$ cat config.mk
export PLATFORM = sky130hd
export DESIGN_NAME = ccc_div
export DESIGN_NICKNAME = d
export VERILOG_FILES = /design/src/sv/ccc_pkg.sv /design/src/sv/ccc_div.sv
export SDC_FILE = /design/constraint.sdc
export NUM_CORES = 1
export LEC_CHECK = 0
export ABC_AREA = 1
export BUFFER_PORTS_ARGS = -buffer_cell sky130_fd_sc_hd__buf_2
export CORE_MARGIN = 5
export CORE_UTILIZATION = 40
export DETAILED_ROUTE_END_ITERATION = 10
export GPL_ROUTABILITY_DRIVEN = 1
export HOLD_SLACK_MARGIN = 0.1
export PLACE_DENSITY_LB_ADDON = 0.05
export SLEW_MARGIN = 10
export SYNTH_ARGS = -nofsm -noshare
export SYNTH_HDL_FRONTEND = slang
export SYNTH_SLANG_ARGS = --single-unit
$ cat constraint.sdc
create_clock -name clk_i -period 9.2 [get_ports clk_i]
set_clock_uncertainty 0.2 [all_clocks]
set_input_delay 0.92 -clock clk_i [delete_from_list [all_inputs] [get_ports clk_i]]
set_output_delay 0.92 -clock clk_i [all_outputs]
set_load 0.02 [all_outputs]
$ cat src/sv/ccc_pkg.sv
// ----------------------------------------------------------------------------
// ccc_pkg: shared types and constants of the color contrast checker
// Payload structs, luminance weights, offsets and divider sizing.
// ----------------------------------------------------------------------------
package ccc_pkg;

  localparam int unsigned CHAN_W  = 8;
  localparam int unsigned RGB_W   = 3 * CHAN_W;
  localparam int unsigned RATIO_W = 8;

  // luminance 2126 R + 7152 G + 722 B, at most 2550000
  localparam int unsigned LUM_W = 22;
  localparam logic [LUM_W-1:0] WEIGHT_R = LUM_W'(2126);
  localparam logic [LUM_W-1:0] WEIGHT_G = LUM_W'(7152);
  localparam logic [LUM_W-1:0] WEIGHT_B = LUM_W'(722);

  // flare offset (0.05 on this scale) and the offset luminance of white
  localparam logic [LUM_W-1:0] LUM_OFFSET    = LUM_W'(127500);
  localparam logic [LUM_W-1:0] WHITE_LUM_OFS = LUM_W'(2677500);

  localparam logic [RGB_W-1:0]   WHITE_RGB       = RGB_W'(24'hFFFFFF);
  localparam logic [RGB_W-1:0]   BLACK_RGB       = RGB_W'(24'h000000);
  localparam logic [RATIO_W-1:0] MIN_RATIO_RESET = RATIO_W'(45);
  localparam logic [RATIO_W-1:0] RATIO_FLOOR     = RATIO_W'(10);
  localparam logic [RATIO_W-1:0] RATIO_CEIL      = RATIO_W'(210);

  // divider: numerator 20*hi + lo < 2^26, divisor 2*lo < 2^23
  localparam int unsigned NUM_W          = 26;
  localparam int unsigned DEN_W          = LUM_W + 1;
  localparam int unsigned Q_W            = RATIO_W;
  localparam int unsigned Q_IDX_W        = $clog2(Q_W);
  localparam int unsigned REM_W          = DEN_W + Q_W;
  localparam int unsigned BITS_PER_STAGE = 2;
  localparam int unsigned DIV_STAGES     = Q_W / BITS_PER_STAGE;

  // registers from input to divider input: luminance stage, setup stage
  localparam int unsigned PRE_STAGES = 2;
  localparam int unsigned PIPE_DEPTH = PRE_STAGES + DIV_STAGES;

  typedef struct packed {
    logic [RGB_W-1:0] fore_color;
    logic [RGB_W-1:0] back_color;
  } ccc_in_t;

  typedef struct packed {
    logic [RATIO_W-1:0] ratio_tenths;
    logic               passes;
    logic [RGB_W-1:0]   adjusted_fore;
  } ccc_out_t;

  function automatic logic [LUM_W-1:0] luminance(input logic [RGB_W-1:0] rgb);
    logic [LUM_W-1:0] r;
    logic [LUM_W-1:0] g;
    logic [LUM_W-1:0] b;
    r = LUM_W'(rgb[3*CHAN_W-1:2*CHAN_W]);
    g = LUM_W'(rgb[2*CHAN_W-1:CHAN_W]);
    b = LUM_W'(rgb[CHAN_W-1:0]);
    return (WEIGHT_R * r) + (WEIGHT_G * g) + (WEIGHT_B * b);
  endfunction

endpackage

$ cat src/sv/ccc_div.sv
// ----------------------------------------------------------------------------
// ccc_div: pipelined restoring divider
// Produces an 8-bit quotient, two quotient bits per register stage.
// The caller guarantees num_i < 256 * den_i.
// ----------------------------------------------------------------------------
module ccc_div (
  input  logic                          clk_i,
  input  logic                          en_i,
  input  logic [ccc_pkg::NUM_W-1:0]     num_i,
  input  logic [ccc_pkg::DEN_W-1:0]     den_i,
  output logic [ccc_pkg::Q_W-1:0]       quo_o
);
  import ccc_pkg::*;

  logic [NUM_W-1:0] rem_q [DIV_STAGES-1];
  logic [DEN_W-1:0] den_q [DIV_STAGES-1];
  logic [Q_W-1:0]   quo_q [DIV_STAGES];

  for (genvar s = 0; s < DIV_STAGES; s++) begin : g_stage
    logic [NUM_W-1:0] rem_in, rem_d;
    logic [DEN_W-1:0] den_in;
    logic [Q_W-1:0]   quo_in, quo_d;

    if (s == 0) begin : g_first
      assign rem_in = num_i;
      assign den_in = den_i;
      assign quo_in = '0;
    end else begin : g_next
      assign rem_in = rem_q[s-1];
      assign den_in = den_q[s-1];
      assign quo_in = quo_q[s-1];
    end

    // resolve this stage's quotient bits, most significant first
    always_comb begin
      logic [REM_W-1:0] trial;
      int unsigned      k;
      rem_d = rem_in;
      quo_d = quo_in;
      for (int unsigned b = 0; b < BITS_PER_STAGE; b++) begin
        k     = Q_W - 1 - s * BITS_PER_STAGE - b;
        trial = REM_W'(den_in) << k;
        if (REM_W'(rem_d) >= trial) begin
          rem_d                 = rem_d - NUM_W'(trial);
          quo_d[k[Q_IDX_W-1:0]] = 1'b1;
        end
      end
    end

    // advance quotient, and remainder with divisor where a later stage needs them
    always_ff @(posedge clk_i) begin
      if (en_i) begin
        quo_q[s] <= quo_d;
      end
    end

    if (s < DIV_STAGES - 1) begin : g_carry
      always_ff @(posedge clk_i) begin
        if (en_i) begin
          rem_q[s] <= rem_d;
          den_q[s] <= den_in;
        end
      end
    end
  end

  assign quo_o = quo_q[DIV_STAGES-1];

endmodule
=== Word-level counts from Yosys, hierarchy flattened ===
Memories as Yosys holds them, arrays and structs flattened.
Index checks and enable logic that the tools add are counted.

* Multiplexer cells: 17
* Order comparisons: 8
* $add $sub $neg: 7

{| class="wikitable"
|+ Operator list
! kind !! count
|-
| $mux 26 || 7
|-
| $sub 26x26->26 || 5
|-
| $ge 26x30->1 || 1
|-
| $ge 26x29->1 || 1
|-
| $ge 26x28->1 || 1
|-
| $ge 26x27->1 || 1
|-
| $ge 26x23->1 || 1
|-
| $ge 26x24->1 || 1
|-
| $ge 26x25->1 || 1
|-
| $ge 26x26->1 || 1
|-
| $sub 26x24->26 || 1
|-
| $sub 26x25->26 || 1
|-
| $mux 1 || 10
|}

* Memories: 3
* Register bits after elaboration: 0
* Output and inout bits: 8
* Bits of input ports: 51
* Logic and storage cells: 35
* RAM bits: 179

{| class="wikitable"
|+ Memories
! memory !! depth !! bits a word !! read ports !! clocked after memory_dff !! wr ports !! RTL line !! source
|-
| rem_q || 3 || 26 || 3 || 0 || 3 || ccc_div.sv:15 || <nowiki>logic [NUM_W-1:0] rem_q [DIV_STAGES-1];</nowiki>
|-
| den_q || 3 || 23 || 3 || 0 || 3 || ccc_div.sv:16 || <nowiki>logic [DEN_W-1:0] den_q [DIV_STAGES-1];</nowiki>
|-
| quo_q || 4 || 8 || 4 || 0 || 4 || ccc_div.sv:17 || <nowiki>logic [Q_W-1:0] quo_q [DIV_STAGES];</nowiki>
|}

=== Logic depth before layout (Yosys ltp) ===
An unclocked memory read counts as a cell.

* Depth after elaboration: 5
* Gate-level depth with buffers: 29
* Gate-level depth less buffers: 28

=== Worst setup path before layout ===
Ideal clock, no wire load.

* Path type: input port to flip-flop
* Start: input den_i[16] (netlist bit)
* End: memory rem_q[0][23] (data pin)
* Data required time: 8.747 ns
* Path buffers: 2
* Path slack: 4.862 ns
* Stages on the path: 21
* Arrival time: 3.885 ns
* Cell sequence: inv_1 -> ha_1 -> a21oi_1 -> nor2_1 -> o21a_1 -> a31oi_4 -> buf_2 -> nand3b_1 -> and2_1 -> ha_1 -> a21oi_1 -> nor2_1 -> nor2_1 -> o21ai_0 -> nand2_1 -> nand3_1 -> nor2_4 -> inv_2 -> buf_4 -> nand3_1 -> nand2_1

{| class="wikitable"
|+ RTL lines
! what !! RTL line !! source
|-
| from (decl) || ccc_div.sv:10 || <nowiki>input logic [ccc_pkg::DEN_W-1:0] den_i,</nowiki>
|-
| to (decl) || ccc_div.sv:15 ||
|}

==> results <==
- The measured slew at the worst slew-check pin is 1049 ps.
- The area share of and/or/nand/nor cells after synthesis is 0.3341.
- Of the total power, the share spent switching nets is 0.4975.
- The fraction of power consumed by the clock network is 0.159.
- The overall die area is 48100 um2.
- Entering global routing, the biggest net connects 95 pins.
- The final layout contains routed wiring with a total length of 61920 um.
- The first routing iteration left 1228 violations.
- The worst hold path class is flip-flop to flip-flop.
- The share of the cycle needed by the critical path after routing is 0.6647.
- Static timing analysis puts the maximum clock frequency at 0.1635 GHz.
- Sorting the synthesized cells by area gives the leading types as sky130_fd_sc_hd__edfxtp_1 29%, sky130_fd_sc_hd__nand2_1 17%, sky130_fd_sc_hd__ha_1 12%, sky130_fd_sc_hd__inv_1 8.3%, sky130_fd_sc_hd__nand3_1 5.2%.
- After detailed routing, the number of remaining DRC violations is 0.
- The power after layout is around 4.8 mW.
- The number of different library cells used by synthesis comes to 44.
- By area, the combinational part of the netlist is dominated by simple AND/OR/NAND/NOR gates.
- The final core utilization is 0.4391.
- In this run the worst path has a maximum fanout of 26.
- The proportion of layout cells with a drive suffix above 1 is 0.05489.
- The aggregate global-route resource usage is 0.2595.
- By startpoint and endpoint, the worst setup path is classified as flip-flop to flip-flop.
- The worst setup margin is 3084 ps.
- After synthesis, the mean cell area works out to roughly 6.9 um2.
- The number of buffers inserted by port buffering is between 50 and 60.
- The worst ir drop on vdd is 0.1172 mV.
- After global routing the overflow that remains totals 0.
- The share of synthesized registers carrying an async set or reset is 0.
- The area growth from synthesis to layout is 8.168%.
- The last weighted congestion value of the routability-driven placer is between 0.9 and 1.
- STA puts the critical path data arrival time at 6230 ps.
- The commonest cells after synthesis are 771 x sky130_fd_sc_hd__nand2_1, 386 x sky130_fd_sc_hd__inv_1, 195 x sky130_fd_sc_hd__nor2_1.
- The count of yosys warnings during synthesis is 0.
- TritonCTS built the clock tree.
- The total half-perimeter wirelength after legalization and detailed placement is 51980 um.
- The detailed-router iteration count before antenna repair is 6.
- The share of total power dissipated in sequential elements is 0.240.
- The sequential cell area in the final layout is 5015 um2.
- After detailed routing, the average wire length per cell comes to 19.41 um.
- The number of I/O pins is 59.
- The vertical die dimension is around 220 um.
- The site row count is 76.
- The clock latency reported for the late side of the worst-skew pair is 490 ps.
- The H-tree generated during clock tree synthesis spans 4 levels.
- The worst setup path is captured at a flip-flop.
- The vias after detailed routing is about 17000.
- Timing analysis after detailed placement gives a worst setup slack of 3049 ps.
- 0 antenna diodes ended up in the layout.
- The starting density of the core is 0.4059.
- The startpoint type of the worst setup path is a flip-flop.
- Summing all multi-input logic gate instances after layout gives 10820 um2.
- Post-CTS repair changed the size of 0 cells.
- The number of global-route vias before repair is 16606.
- The fraction of the mapped netlist area in compound gates is 0.1049.
- The via density per instance is 5.269.
- Of the synthesized area, sequential elements account for 0.2862.
- The net switching component of the power is 2.377 mW.
- The filler cells instantiated in the layout total 4680.
- The required time of the critical path is between 9000 and 10000 ps.
- The cell count after synthesis came out at 2544.
- When the netlist entered floorplanning its net count stood at between 2000 and 3000.
- The biggest area consumer among synthesized cells is sky130_fd_sc_hd__edfxtp_1.
- The initial antenna violation count is 6.
- The region available for standard cell placement spans 43170 um2.
- In this run the cell area of the synthesized design comes to 17520 um2.
- The total leakage power is 9.501 nW.
- The maximum buffer depth of the clock tree is 2.
- In this run the post-CTS setup repair buffer count came out at 0.
- The design internal power is roughly 2.4 mW.
- The run finished with clean final reports.
- For this run, the leading register cell type out of synthesis is sky130_fd_sc_hd__edfxtp_1.
- The number of hold-slack violations in the final timing report is 0.
- The tightest hold margin is 219.5 ps.
- In this run the tightest slew margin relative to its limit is 0.3006.
- The number of pins with negative max-slew slack in the final report came to 0.
- The total negative slack for setup checks is 0 ps.
- Of the total synthesized cell area, the portion taken by XOR and XNOR cells is 0.04598.
- Of the total synthesized cell area, the portion taken by full adders, half adders and majority gates is 0.1322.
- Measured against the total synthesized area, the mux share comes to 0.
- Setup repair after global routing left no endpoint under its margin.
- The number of endpoints failing setup at the final stage is 0.
- The wire length of the first global-routing pass is 95370 um.
- In this run the clock root is driven by a sky130_fd_sc_hd__clkbuf_16.
- The most common cell in the synthesized netlist is sky130_fd_sc_hd__nand2_1.
- The shortest period the worst path allows is 6116 ps.
- Synthesis inferred ~170 register bits.
- TritonCTS created 17 clock buffers.
- The CTS clock-pin slew for the worst setup and hold paths is 70 ps.
- Dividing total power by cell area gives a power density of between 200 and 300 nW/um2.
- The CTS sink count is 167.
- The area share of the largest cell type after synthesis is 0.2862.
- The final-stage net count is approximately 2800.
- Once detail routing completed, the nets flagged for antenna violations numbered 0.
- The number of buffers inserted for hold repair after clock tree synthesis is 0.
- The proportion of power drawn by combinational gates is 0.601.
- The count of flip-flops with a built-in enable after synthesis is ~170.
- Max-cap violations in this run came to 0.
- The floorplan step set the die width to 219.3 um.
-- logic make-up (layout without fill, tap and decap cells) --
| family | after synthesis | after routing |
|---|---|---|
| AOI/OAI and AO/OA | 331 | 331 |
| xor gates and xnor gates | 92 | 92 |
| adders and majority gates | 181 | 181 |
| buffers and inverters | 424 | 485 |
| DFF | 167 | 167 |
| and+or+nand+nor | 1349 | 1349 |
-- state kept, by name (all words and copies together) (netlist names) --
register	cells
rem_q	78
quo_q	20
den_q	69
-- power groups by stage --
stage | clock network (mW) | logic, mW | registers (mW)
after floorplan | 0 | 2.14 | 1.09
after global routing | 0.803 | 3.25 | 1.15
after detailed placement | 0 | 2.85 | 1.17
final | 0.760 | 2.87 | 1.15
after CTS | 0.779 | 2.86 | 1.15
after global placement | 0 | 2.85 | 1.17
-- worst paths after layout --
check / start / endpoint / slack (ps) / cells past startpoint
min: quo_q[2][7] / quo_q[3][7] / 220 / 0
max: den_q[0][2] / rem_q[0][50] / 3080 / 20
min reg2reg: quo_q[2][7] / quo_q[3][7] / 220 / 0
max reg2reg: den_q[0][2] / rem_q[0][50] / 3080 / 20
-- worst max-delay path, stage by stage, from the launching register on --
cell	delay (ps)
sky130_fd_sc_hd__edfxtp_1	410
sky130_fd_sc_hd__inv_1	150
sky130_fd_sc_hd__ha_1	330
sky130_fd_sc_hd__a21oi_1	280
sky130_fd_sc_hd__o21ai_1	250
sky130_fd_sc_hd__a21o_1	300
sky130_fd_sc_hd__nand2_1	590
sky130_fd_sc_hd__nand3_2	560
sky130_fd_sc_hd__nand2_1	250
sky130_fd_sc_hd__and2_1	160
sky130_fd_sc_hd__ha_1	290
sky130_fd_sc_hd__a21oi_1	380
sky130_fd_sc_hd__o211ai_2	230
sky130_fd_sc_hd__nand2_1	120
sky130_fd_sc_hd__nand2_1	100
sky130_fd_sc_hd__nand2_1	120
sky130_fd_sc_hd__nand3_1	90
sky130_fd_sc_hd__nor2_2	370
sky130_fd_sc_hd__buf_4	400
sky130_fd_sc_hd__nand3_1	180
sky130_fd_sc_hd__nand2_1	180
-- per-layer routing --
| metal | wire length (um) | share of wire | up-vias | global-route usage |
|---|---|---|---|---|
| met1 | 26950 | 0.44 | 7812 | 0.3264 |
| met5 | 0 | 0 | - | 0 |
| met2 | 30660 | 0.50 | 440 | 0.4610 |
| met4 | 1811 | 0.029 | 0 | 0.08750 |
| met3 | 2499 | 0.040 | 84 | 0.03090 |
| li1 | - | - | 8473 | - |
-- stage by stage --
stage                     area [um2]  std cells
after global placement         18360       3158
after detailed placement       18360       3158
after floorplan                17520       2544
after CTS                      18960       3190
final                          18960       3190
after global routing           18960       3190
-- cell type report --
| cell class | instances | area share |
|---|---|---|
| multi-input cells | 1953 | 0.5706 |
| flip-flops and latches | 167 | 0.2646 |
| inverters | 391 | 0.07743 |
| well taps | 585 | 0.03861 |
| clock buffers | 17 | 0.02244 |
| repair buffers | 62 | 0.01723 |
| clock inverters | 15 | 0.009175 |
-- cells in the final DEF, fill, tap and decap left out, types with 38 or more instances in the layout --
| master | netlist | routed |
|---|---|---|
| sky130_fd_sc_hd__buf_2 | 15 | 57 |
| sky130_fd_sc_hd__o21ai_0 | 111 | 111 |
| sky130_fd_sc_hd__xnor2_1 | 54 | 54 |
| sky130_fd_sc_hd__nand2_1 | 771 | 771 |
| sky130_fd_sc_hd__nor2_1 | 195 | 195 |
| sky130_fd_sc_hd__ha_1 | 174 | 174 |
| sky130_fd_sc_hd__a21oi_1 | 148 | 148 |
| sky130_fd_sc_hd__xor2_1 | 38 | 38 |
| sky130_fd_sc_hd__inv_1 | 386 | 386 |
| sky130_fd_sc_hd__nand3_1 | 181 | 181 |
| sky130_fd_sc_hd__nand4_1 | 74 | 74 |
| sky130_fd_sc_hd__edfxtp_1 | 167 | 167 |
(Power assumes the default switching activity.)
